[src/hw/rtl/srm_pkg.sv]
// Shared types and constants for the serial register access master.
`default_nettype none

package srm_pkg;

  // Command codes carried by each request.
  typedef enum logic [1:0] {
    CMD_TICK  = 2'd0,
    CMD_WRITE = 2'd1,
    CMD_READ  = 2'd2
  } command_t;

  // Phases of one serial bit.
  typedef enum logic [1:0] {
    PH_SETUP = 2'd0,
    PH_HIGH  = 2'd1,
    PH_LOW   = 2'd2
  } phase_t;

  localparam int unsigned FRAME_BITS = 16;
  localparam int unsigned INDEX_W    = 5;

  // One request: a tick, or a tick that starts an access.
  typedef struct packed {
    logic [1:0] command;
    logic [3:0] bank;
    logic [2:0] sub_address;
    logic [7:0] write_data;
    logic       sdo;
  } request_t;

  // One result: pin levels and status after the tick.
  typedef struct packed {
    logic       cs;
    logic       sck;
    logic       sdi;
    logic       busy_res;
    logic       done_res;
    logic [7:0] read_data;
    logic       rejected;
  } result_t;

endpackage

`default_nettype wire

[src/hw/rtl/srm_tick_engine.sv]
// Frame state and per-tick waveform logic of the serial register access master.
`default_nettype none

module srm_tick_engine (
  input  wire logic             clk,
  input  wire logic             rst,
  input  wire logic             step,
  input  wire srm_pkg::request_t item,
  output srm_pkg::result_t      res
);
  import srm_pkg::*;

  logic [FRAME_BITS-1:0] frame_shift, frame_shift_next;
  logic [INDEX_W-1:0]    bit_index, bit_index_next;
  phase_t                bit_phase, bit_phase_next;
  logic                  active, active_next;
  logic                  is_read, is_read_next;
  logic [7:0]            read_shift, read_shift_next;

  logic start;
  logic load;
  logic frame_bit;

  // Next state and pin levels for one tick.
  always_comb begin
    start = (item.command == CMD_WRITE) || (item.command == CMD_READ);
    load  = start && !active;

    frame_shift_next = frame_shift;
    bit_index_next   = bit_index;
    bit_phase_next   = bit_phase;
    active_next      = active;
    is_read_next     = is_read;
    read_shift_next  = read_shift;

    // A start while idle loads the frame; this same tick is the first setup.
    if (load) begin
      is_read_next     = (item.command == CMD_READ);
      frame_shift_next = {(is_read_next ? 8'h00 : item.write_data), item.bank,
                          item.sub_address, is_read_next};
      bit_index_next   = '0;
      bit_phase_next   = PH_SETUP;
      read_shift_next  = '0;
      active_next      = 1'b1;
    end

    res           = '0;
    res.rejected  = start && active;
    frame_bit     = frame_shift_next[bit_index_next[3:0]];

    if (active_next) begin
      if (bit_index_next[INDEX_W-1]) begin
        // Chip-select drop tick after the last bit.
        res.done_res   = 1'b1;
        res.read_data  = is_read_next ? read_shift_next : 8'h00;
        active_next    = 1'b0;
        bit_index_next = '0;
        bit_phase_next = PH_SETUP;
      end else begin
        res.cs = 1'b1;
        case (bit_phase_next)
          PH_SETUP: begin
            res.sdi = frame_bit;
            // Data bits are sampled at setup, first sample lands in bit 0.
            if (is_read_next && bit_index_next[3]) begin
              read_shift_next = {item.sdo, read_shift_next[7:1]};
            end
            bit_phase_next = PH_HIGH;
          end
          PH_HIGH: begin
            res.sck        = 1'b1;
            res.sdi        = frame_bit;
            bit_phase_next = PH_LOW;
          end
          default: begin
            bit_phase_next = PH_SETUP;
            bit_index_next = bit_index_next + 1'b1;
          end
        endcase
      end
    end

    res.busy_res = active_next;
  end

  // State advances only when a tick is handed on to the result register.
  always_ff @(posedge clk) begin
    if (rst) begin
      frame_shift <= '0;
      bit_index   <= '0;
      bit_phase   <= PH_SETUP;
      active      <= 1'b0;
      is_read     <= 1'b0;
      read_shift  <= '0;
    end else if (step) begin
      frame_shift <= frame_shift_next;
      bit_index   <= bit_index_next;
      bit_phase   <= bit_phase_next;
      active      <= active_next;
      is_read     <= is_read_next;
      read_shift  <= read_shift_next;
    end
  end

endmodule

`default_nettype wire

[src/hw/rtl/serial_register_access_master_core.sv]
// Top level of the serial register access master: input and result registers.
// Usage:
//   Each request is one tick of the serial waveform. Its command is a plain
//   tick, or a tick that starts a write or read access of a 16-bit frame.
//   Every request gives exactly one result with the cs, sck and sdi levels
//   after that tick, plus busy, done, read data and rejected flags.
//   Both channels use valid and stall; a transfer happens when valid is high
//   and stall is low at a rising edge of clk.
//   A request passes from the input register to the result register.
//   Throughput: one request per cycle while the result side does not stall;
//   the frame state is updated in the same cycle the request moves from the
//   input register to the result register. When the result side stalls, the
//   result register holds and the input register takes a request only if it
//   is empty; once it holds one, request_stall rises.
//   Reset (rst, synchronous) empties both registers and returns the frame
//   state to idle with chip select low.
`default_nettype none

module serial_register_access_master_core (
  input  wire logic              clk,
  input  wire logic              rst,
  input  wire logic              request_valid,
  output logic                   request_stall,
  input  wire srm_pkg::request_t request,
  output logic                   result_valid,
  input  wire logic              result_stall,
  output srm_pkg::result_t       result
);
  import srm_pkg::*;

  logic     hold_valid;
  request_t hold;
  logic     out_free;
  logic     advance;
  result_t  step_res;

  // The result register can load when it is empty or being drained.
  assign out_free      = !result_valid || !result_stall;
  assign advance       = hold_valid && out_free;
  assign request_stall = hold_valid && !out_free;

  // Input register.
  always_ff @(posedge clk) begin
    if (rst) begin
      hold_valid <= 1'b0;
    end else if (!request_stall) begin
      hold_valid <= request_valid;
    end
  end

  always_ff @(posedge clk) begin
    if (!request_stall && request_valid) begin
      hold <= request;
    end
  end

  srm_tick_engine u_engine (
    .clk  (clk),
    .rst  (rst),
    .step (advance),
    .item (hold),
    .res  (step_res)
  );

  // Result register.
  always_ff @(posedge clk) begin
    if (rst) begin
      result_valid <= 1'b0;
    end else if (out_free) begin
      result_valid <= hold_valid;
    end
  end

  always_ff @(posedge clk) begin
    if (advance) begin
      result <= step_res;
    end
  end

  // A finished frame always leaves chip select low and the block idle.
  a_done_idle: assert property (@(posedge clk) disable iff (rst)
    result_valid && result.done_res |-> !result.cs && !result.busy_res)
    else $error("done result with chip select or busy still high");

  // A start is only rejected while a frame is running.
  a_reject_busy: assert property (@(posedge clk) disable iff (rst)
    result_valid && result.rejected |-> result.busy_res || result.done_res)
    else $error("start rejected while idle");

  // The serial clock only pulses inside a frame.
  a_sck_in_frame: assert property (@(posedge clk) disable iff (rst)
    result_valid && result.sck |-> result.cs && result.busy_res)
    else $error("serial clock high outside a frame");

  // Reset empties the result register.
  a_reset_empty: assert property (@(posedge clk) rst |=> !result_valid)
    else $error("result valid right after reset");

endmodule

`default_nettype wire

[config.mk]
export PLATFORM = sky130hd
export DESIGN_NAME = serial_register_access_master_core
export DESIGN_NICKNAME = d
export VERILOG_FILES = /design/src/hw/rtl/srm_pkg.sv /design/src/hw/rtl/srm_tick_engine.sv /design/src/hw/rtl/serial_register_access_master_core.sv
export SDC_FILE = /design/constraint.sdc
export NUM_CORES = 1
export LEC_CHECK = 0
export BUFFER_PORTS_ARGS = -buffer_cell sky130_fd_sc_hd__buf_2
export CAP_MARGIN = 5
export CORE_UTILIZATION = 53
export CTS_BUF_LIST = sky130_fd_sc_hd__clkbuf_4 sky130_fd_sc_hd__clkbuf_8
export DETAILED_ROUTE_END_ITERATION = 8
export PLACE_DENSITY = 0.77
export SYNTH_ARGS = -nofsm -noshare
export SYNTH_HDL_FRONTEND = slang
export SYNTH_SLANG_ARGS = --single-unit
export TNS_END_PERCENT = 50
[constraint.sdc]
create_clock -name clk -period 1.77 [get_ports clk]
set_input_delay 0.0885 -clock clk [delete_from_list [all_inputs] [get_ports clk]]
set_output_delay 0.0885 -clock clk [all_outputs]
set_load 0.005 [all_outputs]
# Word level (Yosys, flattened, before mapping)
# Cells that the tools add are included.
[totals]
reg_bits = 67
inputBits = 22
output_inout_bits = 16
elab_cells = 71
[op_classes]
add_sub_neg = 1
magnitude_cmp = 1
n_eq_ne = 3
mux = 26
n_bitwise = 2
reduce_logical = 18
[op_table]
columns = ["operator", "n"]
rows = [
  ["$mux 8", 7],
  ["$mux 5", 4],
  ["$mux 16", 1],
  ["$mux 9", 1],
  ["$mux 1", 7],
  ["$logic_and 1x1->1", 6],
  ["$mux 2", 3],
  ["$add 5x1->5 const B", 1],
  ["$logic_not 1->1", 5],
  ["$lt 4x5->1 const B", 1],
  ["$bmux 1 s4", 1],
  ["$eq 2x1->1 const B", 2],
  ["$pmux 2 s2", 1],
  ["$reduce_or 2->1", 2],
  ["$mux 3", 1],
  ["$reduce_and 3->1", 1],
  ["$reduce_or 3->1", 1],
  ["$eq 2x2->1 const B", 1],
  ["$logic_not 2->1", 1],
  ["$logic_or 1x1->1", 2],
  ["$not 1->1", 2],
]

# Longest topological paths before layout
[logic_depth]
ltp_word = 9
ltp_mapped = 8
depth_no_buf = 8

# Cells and area by module
# From an unflattened synthesis, not the netlist that was laid out.
[unflattened]
hier_cells = 230
hier_area_um2 = 2637.5
[modules_own_cells]
columns = ["module", "n_inst", "cells_per_inst", "area_each_um2", "seq_area_each_um2"]
rows = [
  ["srm_tick_engine", 1, 188, 1590.3, 660.6],
  ["serial_register_access_master_core", 1, 42, 1047.3, 1001.0],
]

# Least setup slack after synthesis
# Ideal clock, no wire load.
[synth_path]
path_type = "register to register"
startpoint = "reg hold[17] (netlist name)"
endpoint = "reg u_engine.bit_index[1]"
setup_ps = 129
arrival_time_ps = 1782
required_time_ps = 1641
path_slack_ps = -141
path_stages_with_launch = 8
n_path_buf = 0
period_less_slack_ps = 1911
cell_sequence = "edfxtp_1 ha_1 nor2_1 nor2b_1 ha_1 a31oi_1 a2bb2oi_1 nor2_1"
[synth_via]
elab_chain_len = 9
word_cells_on_any_way = 14
classes_between = "add/sub: 1; eq/ne: 3; mux: 6; reduce/logical: 4"
[synth_rtl]
columns = ["element", "line_no", "rtl"]
rows = [
  ["from (decl)", "serial_register_access_master_core.sv:32", "request_t hold;"],
  ["from (signal assigned)", "serial_register_access_master_core.sv:53", "hold <= request;"],
  ["$eq 2x1->1 / $eq 2x2->1 (equally long branches)", "srm_tick_engine.sv:26", "start = (item.command == CMD_WRITE) || (item.command == CMD_READ);"],
  ["$logic_or 1x1->1 (*)", "srm_tick_engine.sv:26", ""],
  ["$logic_and 1x1->1 (*)", "srm_tick_engine.sv:27", "load = start && !active;"],
  ["parallel branches: the longest is 5 deep, another holds $add 5x1->5", "--", ""],
  ["$mux 5 (*)", "srm_tick_engine.sv:51", "if (active_next) begin"],
  ["to (signal assigned)", "srm_tick_engine.sv:97", "bit_index <= bit_index_next;"],
  ["to (decl)", "srm_tick_engine.sv:14", "logic [INDEX_W-1:0] bit_index, bit_index_next;"],
]
# Mark *: on every way between the ends.
# A chain may end at the register's enable or synchronous reset.

# Final worst setup path
[layout_path]
startpoint = "reg hold[16] (netlist name)"
endpoint = "reg u_engine.bit_index[1]"
# The elaborated chain is that of the path after synthesis.

==> impl_metrics.tcl <==
set metrics [dict create \
    status "finished, final reports clean" \
    grt_max_degree 30 \
    seq_area_um2 1660 \
    drive_gt1_share_pct 27.6 \
    yosys-top-cells-area "edfxtp_1 (36%), dfxtp_1 (26%), a21oi_1 (4.3%)" \
    synthAdderAreaFrac_pct 0.935 \
    pin_count 38 \
    fp.dieH_um 73.0 \
    hold_viol 0 \
    synth_top_family_by_area "simple AND/OR/NAND/NOR gates" \
    wl_per_cell_um 12.8 \
    synth_top_area_share_pct 35.9 \
    cts_inserted_buffers 9 \
    cts_tree "done" \
    final.period_utilization_pct 97.1 \
    overflow 0 \
    antenna_cells 0 \
    clk_latency_ns 0.34 \
    num_rows 25 \
    fillers 335 \
    synth_edf_count 32 \
    cp.required_ns 1.97 \
    die_w_um 73.0 \
    maxSlewHeadroom_pct 58.4 \
    route.detailed.drc 0 \
    wirelength_mm 4.61 \
    end_kind "register" \
    ant_nets 0 \
    yosys.cell_count.top_type "dfxtp_1" \
    path_max_fanout 5 \
    netlist_area_um2 2680 \
    fin_crit_ns 1.72 \
    clock_sinks 67 \
    post-place-ws_ns 0.0101 \
    nets 313 \
    ys_seq_area_share_pct 62.1 \
    syn_inst 224 \
    synth_seq_cells 67 \
    gr-usage-all-layers_pct 20.7 \
    vias 1853 \
    synth_mux_area_share_pct 3.27 \
    antenna_found_initial 0 \
    avgSynthCellArea_um2 11.9 \
    cellPowerDensity_nw_per_um2 953 \
    syn_nets 248 \
    first_iter_violations 126 \
    worst_pin_slew_ns 0.624 \
    ys.flop_type "dfxtp_1" \
    rsz0062_at_grt "true" \
    root_buffer "clkbuf_8" \
    synth_common_cells "dfxtp_1 (35), edfxtp_1 (32), nand2_1 (28)" \
    synthToLayoutAreaGrowth_pct 26.8 \
    hold_path.class "input port to register" \
    fmax_ghz 0.582 \
    start_kind "register" \
    die-area_um2 5340 \
    max_stage_delay_ns 0.39 \
    skew_ns 0.00476 \
    slew_viol_final 0 \
    clockBufferDepth 2 \
    setup-tns-final_ns 0 \
    synth_compound_area_share_pct 12.5 \
    max-vdd-ir-drop_uv 845 \
    crit_type "register to register" \
    viasPerCell 5.13 \
    grt_pass1_vias 1798 \
    maxCapViolations 0 \
    cts.clk_slew.worst_paths_ns 0.07 \
    worstPathArrival_ns 1.92 \
    core_area_um2 4790 \
    leakagePower_nw 1.25 \
    yosysWarnings 0 \
    ys_types 43 \
    first_pass_iters 6 \
    initial_core_util_pct 55.9 \
    place_congestion 0.853 \
    yosysTopAreaCell "edfxtp_1" \
    crit_slowest_cell "edfxtp_1" \
    critical_path.cell_chain "inv_2 -> ha_4 -> nor2_4 -> nor2b_1 -> ha_1 -> a31oi_1 -> a2bb2oi_1 -> nor2_1" \
    yosys.area_share.simple_pct 18.1 \
    portBuffers 37 \
    setup_ws_ns 0.0507 \
    synth_xor_area_share_pct 0 \
    grt_pass1_wl_mm 8.07 \
    async_reset_ff_share_pct 0 \
    setup_viol 0 \
    dp_hpwl_mm 2.90 \
    multiInputGateArea_um2 955 \
    htreeDepth 3 \
]
-- worst max-delay path: cells and delay by family, from the launching register on --
family / cells / cell delay [ns]
compound gates: 2 / 0.35
buf+inv: 1 / 0.09
simple gates: 3 / 0.25
fa+ha+maj: 2 / 0.51
flops: 1 / 0.39
-- per-stage QoR --
| step | hold slack [ns] | area, um2 | utilization, % | cells | total power, mW |
|---|---|---|---|---|---|
| final | 0.246 | 3390 | 70.8 | 361 | 3.23 |
| after global routing | 0.263 | 3390 | 70.8 | 361 | 3.38 |
| after CTS | 0.237 | 3380 | 70.7 | 360 | 3.26 |
| after detailed placement | 0.267 | 2970 | 62.0 | 324 | 1.96 |
| after global placement | 0.265 | 2970 | 62.0 | 324 | 1.96 |
| after floorplan | 0.187 | 2690 | - | 224 | 1.87 |
-- final timing paths --
kind,start,end,slack [ns],cells after the start
worst max register to register,hold[16],u_engine.bit_index[1],0.05,8
worst max-delay path,hold[16],u_engine.bit_index[1],0.05,8
worst min register to register,u_engine.frame_shift[13],u_engine.frame_shift[13],0.45,2
worst min-delay path,rst,result_valid,0.25,2
-- area by class of cell --
cell class              count  share of cell area [%]
multi-input cells         142                    28.2
clock inverters             6                    1.88
inverters                   3                   0.332
repair buffers             66                    14.1
well taps                  67                    2.47
flip-flops and latches     67                    49.0
clock buffers              10                    4.06
-- per-layer routing --
metal / GRT usage, % / vias up / part of all wire, % / wire [um]
met5: 0 / - / 0 / 0
met4: 8.50 / 0 / 2.0 / 91
met3: 7.60 / 8 / 5.2 / 239
met2: 33.8 / 57 / 48 / 2230
met1: 24.5 / 847 / 44 / 2050
li1: - / 941 / - / -
-- registers in the layout (all words and copies together) (netlist names) --
signal                count
hold                     18
u_engine.frame_shift     16
result                   14
u_engine.read_shift       8
u_engine.bit_index        5
u_engine.bit_phase        2
hold_valid                1
result_valid              1
u_engine.active           1
u_engine.is_read          1
-- cell usage in the layout (no fill, tap or decap), types with 5 or more instances in the layout --
cell / n
dlygate4sd3_1: 20
a22o_1: 8
o21ai_0: 5
dfxtp_1: 35
nor2_1: 11
a21oi_1: 23
nand3b_1: 8
nor2b_1: 6
clkbuf_8: 10
and2_1: 9
buf_4: 7
nand2_1: 28
buf_2: 37
edfxtp_1: 32
-- report_power, final --
group / internal [mW] / switching (mW) / total (mW)
logic: 0.133 / 0.133 / 0.266
clock network: 0.688 / 0.569 / 1.26
registers: 1.69 / 0.0227 / 1.71
-- kinds of logic after synthesis --
| logic type | Yosys count |
|---|---|
| buffers and inverters | 15 |
| AND/OR/NAND/NOR | 85 |
| AO/OA/AOI/OAI | 50 |
| flip-flops | 67 |
| multiplexers | 5 |
| adder cells (fa/ha/maj) | 2 |
-- repair_timing --
action,4_1_cts,5_1_grt
endpoints found under the setup margin,1,4
buffers inserted,0,1
endpoints found under the hold margin,20,0
resized for setup,1,2
hold buffers,20,0
pin swaps,0,4
Note: power is estimated with default switching activity, not from simulation.
